## config.mk

```make
export PLATFORM = sky130hd
export DESIGN_NAME = sha256_message_hasher_top
export DESIGN_NICKNAME = d
export VERILOG_FILES = /design/src/rtl/shamh_pkg.sv /design/src/rtl/sha256_message_hasher_top.sv /design/src/rtl/shamh_datapath.sv /design/src/rtl/shamh_ctrl.sv
export SDC_FILE = /design/constraint.sdc
export NUM_CORES = 2
export LEC_CHECK = 0
export ABC_AREA = 1
export BUFFER_PORTS_ARGS = -buffer_cell sky130_fd_sc_hd__buf_4
export CORE_ASPECT_RATIO = 1.25
export CORE_MARGIN = 5
export CORE_UTILIZATION = 30
export CTS_BUF_LIST = sky130_fd_sc_hd__clkbuf_4
export DETAILED_ROUTE_END_ITERATION = 16
export REMOVE_ABC_BUFFERS = 1
export SYNTH_ARGS = -nofsm -noshare
export SYNTH_HDL_FRONTEND = slang
export SYNTH_SLANG_ARGS = --single-unit
```

## constraint.sdc

```tcl
create_clock -name clk_i -period 23.3 [get_ports clk_i]
set_input_delay 4.66 -clock clk_i [delete_from_list [all_inputs] [get_ports clk_i]]
set_output_delay 4.66 -clock clk_i [all_outputs]
set_load 0.02 [all_outputs]
```

## src/rtl/shamh_pkg.sv

```systemverilog
// Package with the shared types, constants and round functions of the SHA-256 hasher.
package shamh_pkg;

  localparam int unsigned ROUNDS = 64;
  localparam int unsigned BLOCK_BITS = 512;
  localparam int unsigned CNT_W = 61;

  localparam logic [5:0] FILL_LEN_START = 6'd56;
  localparam logic [5:0] FILL_LAST = 6'd63;
  localparam logic [5:0] ROUND_LAST = 6'd63;
  localparam logic [2:0] WORD_LAST = 3'd7;
  localparam logic [7:0] PAD_MARK_BYTE = 8'h80;

  localparam logic [31:0] ROUND_K [ROUNDS] = '{
    32'h428a2f98, 32'h71374491, 32'hb5c0fbcf, 32'he9b5dba5,
    32'h3956c25b, 32'h59f111f1, 32'h923f82a4, 32'hab1c5ed5,
    32'hd807aa98, 32'h12835b01, 32'h243185be, 32'h550c7dc3,
    32'h72be5d74, 32'h80deb1fe, 32'h9bdc06a7, 32'hc19bf174,
    32'he49b69c1, 32'hefbe4786, 32'h0fc19dc6, 32'h240ca1cc,
    32'h2de92c6f, 32'h4a7484aa, 32'h5cb0a9dc, 32'h76f988da,
    32'h983e5152, 32'ha831c66d, 32'hb00327c8, 32'hbf597fc7,
    32'hc6e00bf3, 32'hd5a79147, 32'h06ca6351, 32'h14292967,
    32'h27b70a85, 32'h2e1b2138, 32'h4d2c6dfc, 32'h53380d13,
    32'h650a7354, 32'h766a0abb, 32'h81c2c92e, 32'h92722c85,
    32'ha2bfe8a1, 32'ha81a664b, 32'hc24b8b70, 32'hc76c51a3,
    32'hd192e819, 32'hd6990624, 32'hf40e3585, 32'h106aa070,
    32'h19a4c116, 32'h1e376c08, 32'h2748774c, 32'h34b0bcb5,
    32'h391c0cb3, 32'h4ed8aa4a, 32'h5b9cca4f, 32'h682e6ff3,
    32'h748f82ee, 32'h78a5636f, 32'h84c87814, 32'h8cc70208,
    32'h90befffa, 32'ha4506ceb, 32'hbef9a3f7, 32'hc67178f2
  };

  localparam logic [31:0] INITIAL_H [8] = '{
    32'h6a09e667, 32'hbb67ae85, 32'h3c6ef372, 32'ha54ff53a,
    32'h510e527f, 32'h9b05688c, 32'h1f83d9ab, 32'h5be0cd19
  };

  typedef enum logic [2:0] {
    ST_IDLE,
    ST_PAD_MARK,
    ST_PAD_ZERO,
    ST_PAD_LEN,
    ST_COMPRESS,
    ST_UPDATE,
    ST_OUTPUT
  } state_e;

  typedef enum logic [1:0] {
    AFT_IDLE,
    AFT_MARK,
    AFT_ZERO,
    AFT_OUT
  } after_e;

  typedef enum logic [1:0] {
    SRC_INPUT,
    SRC_MARK,
    SRC_ZERO,
    SRC_LEN
  } byte_src_e;

  typedef struct packed {
    logic      push;
    byte_src_e src;
    logic      count_byte;
    logic      load_work;
    logic      round_en;
    logic [5:0] round;
    logic      update_chain;
    logic      init_chain;
    logic [2:0] word_sel;
  } dp_cmd_t;

  typedef struct packed {
    logic [5:0] fill;
  } dp_status_t;

  function automatic logic [31:0] ror32(input logic [31:0] v, input int unsigned s);
    ror32 = (v >> s) | (v << (32 - s));
  endfunction

  function automatic logic [31:0] big_sigma0(input logic [31:0] x);
    big_sigma0 = ror32(x, 2) ^ ror32(x, 13) ^ ror32(x, 22);
  endfunction

  function automatic logic [31:0] big_sigma1(input logic [31:0] x);
    big_sigma1 = ror32(x, 6) ^ ror32(x, 11) ^ ror32(x, 25);
  endfunction

  function automatic logic [31:0] small_sigma0(input logic [31:0] x);
    small_sigma0 = ror32(x, 7) ^ ror32(x, 18) ^ (x >> 3);
  endfunction

  function automatic logic [31:0] small_sigma1(input logic [31:0] x);
    small_sigma1 = ror32(x, 17) ^ ror32(x, 19) ^ (x >> 10);
  endfunction

endpackage

```

## src/rtl/sha256_message_hasher_top.sv

```systemverilog
// Top level of the SHA-256 message hasher with stream input and output channels.
// Throughput: one byte per cycle while a block fills; a full block holds the input during its rounds and update.
// After the finishing transaction the hasher pads and compresses the last block, and a second
// block when padding needs one; then it gives eight output transactions.
// Reset is asynchronous and active low; it loads the initial hash values and clears counts.
module sha256_message_hasher_top
  import shamh_pkg::*;
(
  input  logic        clk_i,
  input  logic        rst_ni,
  // Input stream.
  input  logic        s_axis_tvalid_i,
  output logic        s_axis_tready_o,
  input  logic [7:0]  s_axis_tdata_i,   // [7:0] data_byte
  input  logic        s_axis_tuser_i,   // [0] byte_present
  input  logic        s_axis_tlast_i,   // end_of_message
  // Output stream.
  output logic        m_axis_tvalid_o,
  input  logic        m_axis_tready_i,
  output logic [39:0] m_axis_tdata_o,   // [31:0] digest_word, [34:32] word_index, rest zero
  output logic        m_axis_tlast_o    // last_word
);

  dp_cmd_t     cmd;
  dp_status_t  status;
  logic [31:0] digest_word;
  logic [2:0]  word_index;

  // The controller sequences byte intake, padding, the 64 rounds and the digest readout.
  // Padding bytes travel through the same byte shift path as message bytes, so the
  // block buffer and the message schedule share one 512-bit shift register.
  shamh_ctrl u_ctrl (
    .clk_i            (clk_i),
    .rst_ni           (rst_ni),
    .in_valid_i       (s_axis_tvalid_i),
    .byte_present_i   (s_axis_tuser_i),
    .end_of_message_i (s_axis_tlast_i),
    .in_ready_o       (s_axis_tready_o),
    .out_valid_o      (m_axis_tvalid_o),
    .out_ready_i      (m_axis_tready_i),
    .word_index_o     (word_index),
    .last_word_o      (m_axis_tlast_o),
    .status_i         (status),
    .cmd_o            (cmd)
  );

  // The datapath holds the block, the byte count, the working words and the chaining words.
  shamh_datapath u_datapath (
    .clk_i         (clk_i),
    .rst_ni        (rst_ni),
    .cmd_i         (cmd),
    .data_byte_i   (s_axis_tdata_i),
    .status_o      (status),
    .digest_word_o (digest_word)
  );

  // Each output transaction carries one chaining word read straight from its register.
  assign m_axis_tdata_o = {5'b00000, word_index, digest_word};

endmodule

```

## src/rtl/shamh_datapath.sv

```systemverilog
// Datapath of the SHA-256 hasher: block shift register, schedule, rounds and chaining words.
module shamh_datapath
  import shamh_pkg::*;
(
  input  logic        clk_i,
  input  logic        rst_ni,
  input  dp_cmd_t     cmd_i,
  input  logic [7:0]  data_byte_i,
  output dp_status_t  status_o,
  output logic [31:0] digest_word_o
);

  // The block is a shift line: bytes enter at the bottom, and during the rounds
  // the top word is the current schedule word while the new one enters below.
  logic [BLOCK_BITS-1:0] blk_q, blk_d;
  logic [5:0]            fill_q, fill_d;
  logic [CNT_W-1:0]      cnt_q, cnt_d;
  logic [31:0]           chain_q [8];
  logic [31:0]           chain_d [8];
  logic [31:0]           work_q [8];
  logic [31:0]           work_d [8];

  logic [63:0] len_sh;
  logic [7:0]  push_byte;
  logic [31:0] w_cur, w_new, t1, t2, ch, maj;

  always_comb begin
    len_sh = {cnt_q, 3'b000} << {fill_q[2:0], 3'b000};
    unique case (cmd_i.src)
      SRC_INPUT: push_byte = data_byte_i;
      SRC_MARK:  push_byte = PAD_MARK_BYTE;
      SRC_ZERO:  push_byte = 8'h00;
      SRC_LEN:   push_byte = len_sh[63:56];
      default:   push_byte = 8'h00;
    endcase
  end

  always_comb begin
    w_cur = blk_q[511:480];
    w_new = w_cur + small_sigma0(blk_q[479:448]) + blk_q[223:192]
          + small_sigma1(blk_q[63:32]);
    ch    = (work_q[4] & work_q[5]) ^ (~work_q[4] & work_q[6]);
    maj   = (work_q[0] & work_q[1]) ^ (work_q[0] & work_q[2]) ^ (work_q[1] & work_q[2]);
    t1    = work_q[7] + big_sigma1(work_q[4]) + ch + ROUND_K[cmd_i.round] + w_cur;
    t2    = big_sigma0(work_q[0]) + maj;
  end

  always_comb begin
    blk_d  = blk_q;
    fill_d = fill_q;
    cnt_d  = cnt_q;
    if (cmd_i.push) begin
      blk_d  = {blk_q[BLOCK_BITS-9:0], push_byte};
      fill_d = fill_q + 6'd1;
    end else if (cmd_i.round_en) begin
      blk_d = {blk_q[BLOCK_BITS-33:0], w_new};
    end
    if (cmd_i.init_chain) begin
      cnt_d = '0;
    end else if (cmd_i.count_byte) begin
      cnt_d = cnt_q + {{(CNT_W-1){1'b0}}, 1'b1};
    end
  end

  always_comb begin
    for (int i = 0; i < 8; i++) begin
      work_d[i]  = work_q[i];
      chain_d[i] = chain_q[i];
      if (cmd_i.load_work) begin
        work_d[i] = chain_q[i];
      end
      if (cmd_i.update_chain) begin
        chain_d[i] = chain_q[i] + work_q[i];
      end else if (cmd_i.init_chain) begin
        chain_d[i] = INITIAL_H[i];
      end
    end
    if (cmd_i.round_en) begin
      work_d[7] = work_q[6];
      work_d[6] = work_q[5];
      work_d[5] = work_q[4];
      work_d[4] = work_q[3] + t1;
      work_d[3] = work_q[2];
      work_d[2] = work_q[1];
      work_d[1] = work_q[0];
      work_d[0] = t1 + t2;
    end
  end

  always_ff @(posedge clk_i or negedge rst_ni) begin
    if (!rst_ni) begin
      fill_q <= '0;
      cnt_q  <= '0;
      for (int i = 0; i < 8; i++) begin
        chain_q[i] <= INITIAL_H[i];
      end
    end else begin
      fill_q  <= fill_d;
      cnt_q   <= cnt_d;
      chain_q <= chain_d;
    end
  end

  always_ff @(posedge clk_i) begin
    blk_q  <= blk_d;
    work_q <= work_d;
  end

  assign status_o.fill = fill_q;
  assign digest_word_o = chain_q[cmd_i.word_sel];

endmodule

```

## src/rtl/shamh_ctrl.sv

```systemverilog
// Controller of the SHA-256 hasher: byte intake, padding sequence, rounds and digest output.
module shamh_ctrl
  import shamh_pkg::*;
(
  input  logic       clk_i,
  input  logic       rst_ni,
  input  logic       in_valid_i,
  input  logic       byte_present_i,
  input  logic       end_of_message_i,
  output logic       in_ready_o,
  output logic       out_valid_o,
  input  logic       out_ready_i,
  output logic [2:0] word_index_o,
  output logic       last_word_o,
  input  dp_status_t status_i,
  output dp_cmd_t    cmd_o
);

  state_e     state_q, state_d;
  after_e     after_q, after_d;
  logic [5:0] round_q, round_d;
  logic [2:0] idx_q, idx_d;

  always_ff @(posedge clk_i or negedge rst_ni) begin
    if (!rst_ni) begin
      state_q <= ST_IDLE;
      after_q <= AFT_IDLE;
      round_q <= '0;
      idx_q   <= '0;
    end else begin
      state_q <= state_d;
      after_q <= after_d;
      round_q <= round_d;
      idx_q   <= idx_d;
    end
  end

  always_comb begin
    state_d = state_q;
    after_d = after_q;
    round_d = round_q;
    idx_d   = idx_q;
    in_ready_o  = 1'b0;
    out_valid_o = 1'b0;
    cmd_o = '{push: 1'b0, src: SRC_INPUT, count_byte: 1'b0, load_work: 1'b0,
              round_en: 1'b0, round: round_q, update_chain: 1'b0,
              init_chain: 1'b0, word_sel: idx_q};

    unique case (state_q)
      ST_IDLE: begin
        in_ready_o = 1'b1;
        if (in_valid_i) begin
          if (byte_present_i) begin
            cmd_o.push       = 1'b1;
            cmd_o.count_byte = 1'b1;
            if (status_i.fill == FILL_LAST) begin
              cmd_o.load_work = 1'b1;
              round_d = '0;
              state_d = ST_COMPRESS;
              after_d = end_of_message_i ? AFT_MARK : AFT_IDLE;
            end else if (end_of_message_i) begin
              state_d = ST_PAD_MARK;
            end
          end else if (end_of_message_i) begin
            state_d = ST_PAD_MARK;
          end
        end
      end
      ST_PAD_MARK: begin
        cmd_o.push = 1'b1;
        cmd_o.src  = SRC_MARK;
        if (status_i.fill == FILL_LAST) begin
          cmd_o.load_work = 1'b1;
          round_d = '0;
          state_d = ST_COMPRESS;
          after_d = AFT_ZERO;
        end else begin
          state_d = ST_PAD_ZERO;
        end
      end
      ST_PAD_ZERO: begin
        if (status_i.fill == FILL_LEN_START) begin
          state_d = ST_PAD_LEN;
        end else begin
          cmd_o.push = 1'b1;
          cmd_o.src  = SRC_ZERO;
          if (status_i.fill == FILL_LAST) begin
            cmd_o.load_work = 1'b1;
            round_d = '0;
            state_d = ST_COMPRESS;
            after_d = AFT_ZERO;
          end
        end
      end
      ST_PAD_LEN: begin
        cmd_o.push = 1'b1;
        cmd_o.src  = SRC_LEN;
        if (status_i.fill == FILL_LAST) begin
          cmd_o.load_work = 1'b1;
          round_d = '0;
          state_d = ST_COMPRESS;
          after_d = AFT_OUT;
        end
      end
      ST_COMPRESS: begin
        cmd_o.round_en = 1'b1;
        round_d = round_q + 6'd1;
        if (round_q == ROUND_LAST) begin
          state_d = ST_UPDATE;
        end
      end
      ST_UPDATE: begin
        cmd_o.update_chain = 1'b1;
        unique case (after_q)
          AFT_IDLE: state_d = ST_IDLE;
          AFT_MARK: state_d = ST_PAD_MARK;
          AFT_ZERO: state_d = ST_PAD_ZERO;
          AFT_OUT: begin
            state_d = ST_OUTPUT;
            idx_d   = '0;
          end
          default:  state_d = ST_IDLE;
        endcase
      end
      ST_OUTPUT: begin
        out_valid_o = 1'b1;
        if (out_ready_i) begin
          idx_d = idx_q + 3'd1;
          if (idx_q == WORD_LAST) begin
            cmd_o.init_chain = 1'b1;
            state_d = ST_IDLE;
          end
        end
      end
      default: state_d = ST_IDLE;
    endcase
  end

  assign word_index_o = idx_q;
  assign last_word_o  = (idx_q == WORD_LAST);

endmodule
```

==> results.md <==
- Die Y: 589.9 µm
- Clock buffer depth: 4
- Worst-path clk slew: 0.07 ns
- Crit path top cell by count: inv_1
- Routed Antenna Nets: 0
- CTS resizes: 0
- Crit. End Element: flop
- Overflow after GRT: 0
- Max frequency: 103.8 MHz
- Synth unique cells: 64
- Run status: finished clean
- Die width: 473.9 µm
- Slowest cell on the critical path: dfrtp_1
- Final Hold Vio Count: 0
- Layout cell share with drive strength beyond 1: 8.078%
- Primary FF master, synth: edfxtp_1
- Most frequent cells in the layout: nand2_1 (2,977), inv_1 (1,253), o21ai_0 (1,000)
- Nets: 11,000
- Final Critical Period: 9.638 ns
- Clock Sinks: 1,105
- Pin count of the biggest net entering global routing: 199
- Hold WC Path Type: flop to flop
- Bufs and invs on worst path: 6
- Starting density of the core: 30.04%
- # hold bufs at CTS: 0
- Final Max Slew Viols: 0
- Drt pass-1 iters: 8
- DR vias/cell: 5.188
- RSZ-0062 raised after global routing: false
- Syn avg cell area: 7.772 µm²
- Multi-input logic area: 42,530 µm²
- IO Count: 57
- Setup violators final: 0
- Synthesis-stage register bit count: 1,105
- Core box area: 268,600 µm²
- Largest stage delay, worst path: 0.73 ns
- CP max FO: 16
- First-pass GRT wire length: 472.6 mm
- Path type of the worst setup path: flop to flop
- Placer congestion estimate: 1.041
- Via Count: 73,550
- Synth-to-layout area growth: 9.764%
- Area share of the largest cell type after synthesis: 28.58%
- Num CTS Buffers: 325
- Slew HR: 13.68%
- EDFF count, synth: 768
- Initial antenna violation count: 10
- CTS root buffer: clkbuf_4
- Commonest non-fill, non-tap cell in the layout: nand2_1
- Max-cap check violation count: 0
- Sequential cell area: 31,670 µm²
- Port Buffers: 51
- Cell Area, Synth: 80,690 µm²
- Clock skew: 0.2012 ns
- DRC: 0
- Syn. warnings: 0
- Final WL: 327.0 mm
- Die area: 279,500 µm²
- Worst-Margin Slew: 1.281 ns
- Clock Latency Late Sink: 1.31 ns
- CTS tree: built
- DP Wirelength: 247.3 mm
- Cell row count: 213
- H-tree lvl count: 5
- Worst path top cell family by delay: adder cells
- Ranking of synthesized cells by area: edfxtp_1 (29%), nand2_1 (14%), dfrtp_1 (6.2%), o21ai_0 (6.2%), ha_1 (6.2%)
- Post-CTS Setup Repair Bufs: 0
- FILL cells: 28,860
- Fin crit share: 41.36%
- Worst path required time: 24.23 ns
- Ys async rst share: 30.50%
- Total GRT Usage: 22.55%
- 1st-iter DRT viols: 6,732
- Setup TNS: 0 ns
- Startpoint Class: flop
- Vias in the first global route: 72,490
- Drt wl/cell: 23.06 µm
- Post-synthesis sequential area ratio: 39.24%
- Mapped Cells: 10,380
- Post-synth top area cell: edfxtp_1
- Arr. time, crit path: 10.57 ns
==> through the flow <==
step | setup slack [ns] | hold slack [ns] | util (%) | std cells | cell area [µm²]
final | 13.66 | 0.4059 | 32.97 | 14180 | 88570
after global routing | 13.23 | 0.4157 | 32.97 | 14170 | 88560
after CTS | 13.83 | 0.3868 | 32.96 | 14170 | 88550
after detailed placement | 13.72 | 0.4794 | 31.44 | 13610 | 84450
after global placement | 13.74 | 0.4680 | 31.44 | 13610 | 84450
after floorplan | -7.170 | 0.4465 | - | 9943 | 78910
==> layer usage <==
metal | vias up | part of all wire (%) | global-route usage, % | wire length [µm]
met2 | 2813 | 48 | 38.24 | 155400
met3 | 999 | 5.8 | 3.313 | 18940
met1 | 35080 | 38 | 25.62 | 122800
li1 | 34650 | - | - | -
met4 | 10 | 9.1 | 17.19 | 29740
met5 | - | 0.021 | 0 | 69
==> worst register-to-register path: cells and delay by family (launching register included) <==
kind | cells | cell delay [ns]
AOI/OAI and AO/OA | 10 | 2.72
xor gates and xnor gates | 1 | 0.69
adders and majority gates | 7 | 3.20
buffers and inverters | 6 | 0.81
DFF | 1 | 0.73
and+or+nand+nor | 7 | 1.24
==> final timing paths <==
check	startpoint	depth (start not counted)	slack [ns]	end
worst max-delay path	u_ctrl.round_q[1]	31	13.66	u_datapath.work_q[241]
worst min-delay path	u_datapath.blk_q[77]	2	0.41	u_datapath.blk_q[109]
worst max register to register	u_ctrl.round_q[1]	31	13.66	u_datapath.work_q[241]
worst min register to register	u_datapath.blk_q[77]	2	0.41	u_datapath.blk_q[109]
max in group asynchronous	rst_ni	4	16.98	u_datapath.cnt_q[46]
min in group asynchronous	rst_ni	1	3.47	u_datapath.chain_q[218]
==> logic make-up after synthesis <==
group	after synthesis	synth area share [%]
AND/OR/NAND/NOR	4291	21.41
AO/OA/AOI/OAI	2248	15.48
buffers and inverters	1713	8.128
flip-flops	1105	39.24
adder cells (fa/ha/maj)	612	11.25
XOR/XNOR	410	4.450
multiplexers	3	0.03721
other	1	0.004647
==> sequential cells by signal, indices dropped and copies added, names as in the netlist <==
register and flops:
u_ctrl.after_q 2, u_ctrl.round_q 6, u_ctrl.word_index_o 3, u_ctrl.state_q 3, u_datapath.blk_q 512, u_datapath.cnt_q 61, u_datapath.chain_q 256, u_datapath.status_o 6
u_datapath.work_q 256
==> Yosys cell counts, drive strengths merged, types with 195 or more instances <==
cell / n
nand2: 2980
inv: 1265
o21ai: 1005
edfxtp: 768
a21oi: 721
nor2: 636
ha: 399
nand3: 368
clkbuf: 332
xor2: 234
dfrtp: 201
fa: 195
==> area by class of cell <==
class                           count  area share (%)
Timing Repair Buffer              121           1.147
Inverter                         1269           5.415
Multi-Input combinational cell   7569           48.01
Clock buffer                      477           4.043
Tap cell                         3547           5.011
Antenna cell                        9         0.02543
Clock inverter                     80          0.5891
Sequential cell                  1105           35.76
Power is not shown: default switching activity piles up to over one toggle a cycle in this logic, so the estimate is an artifact.
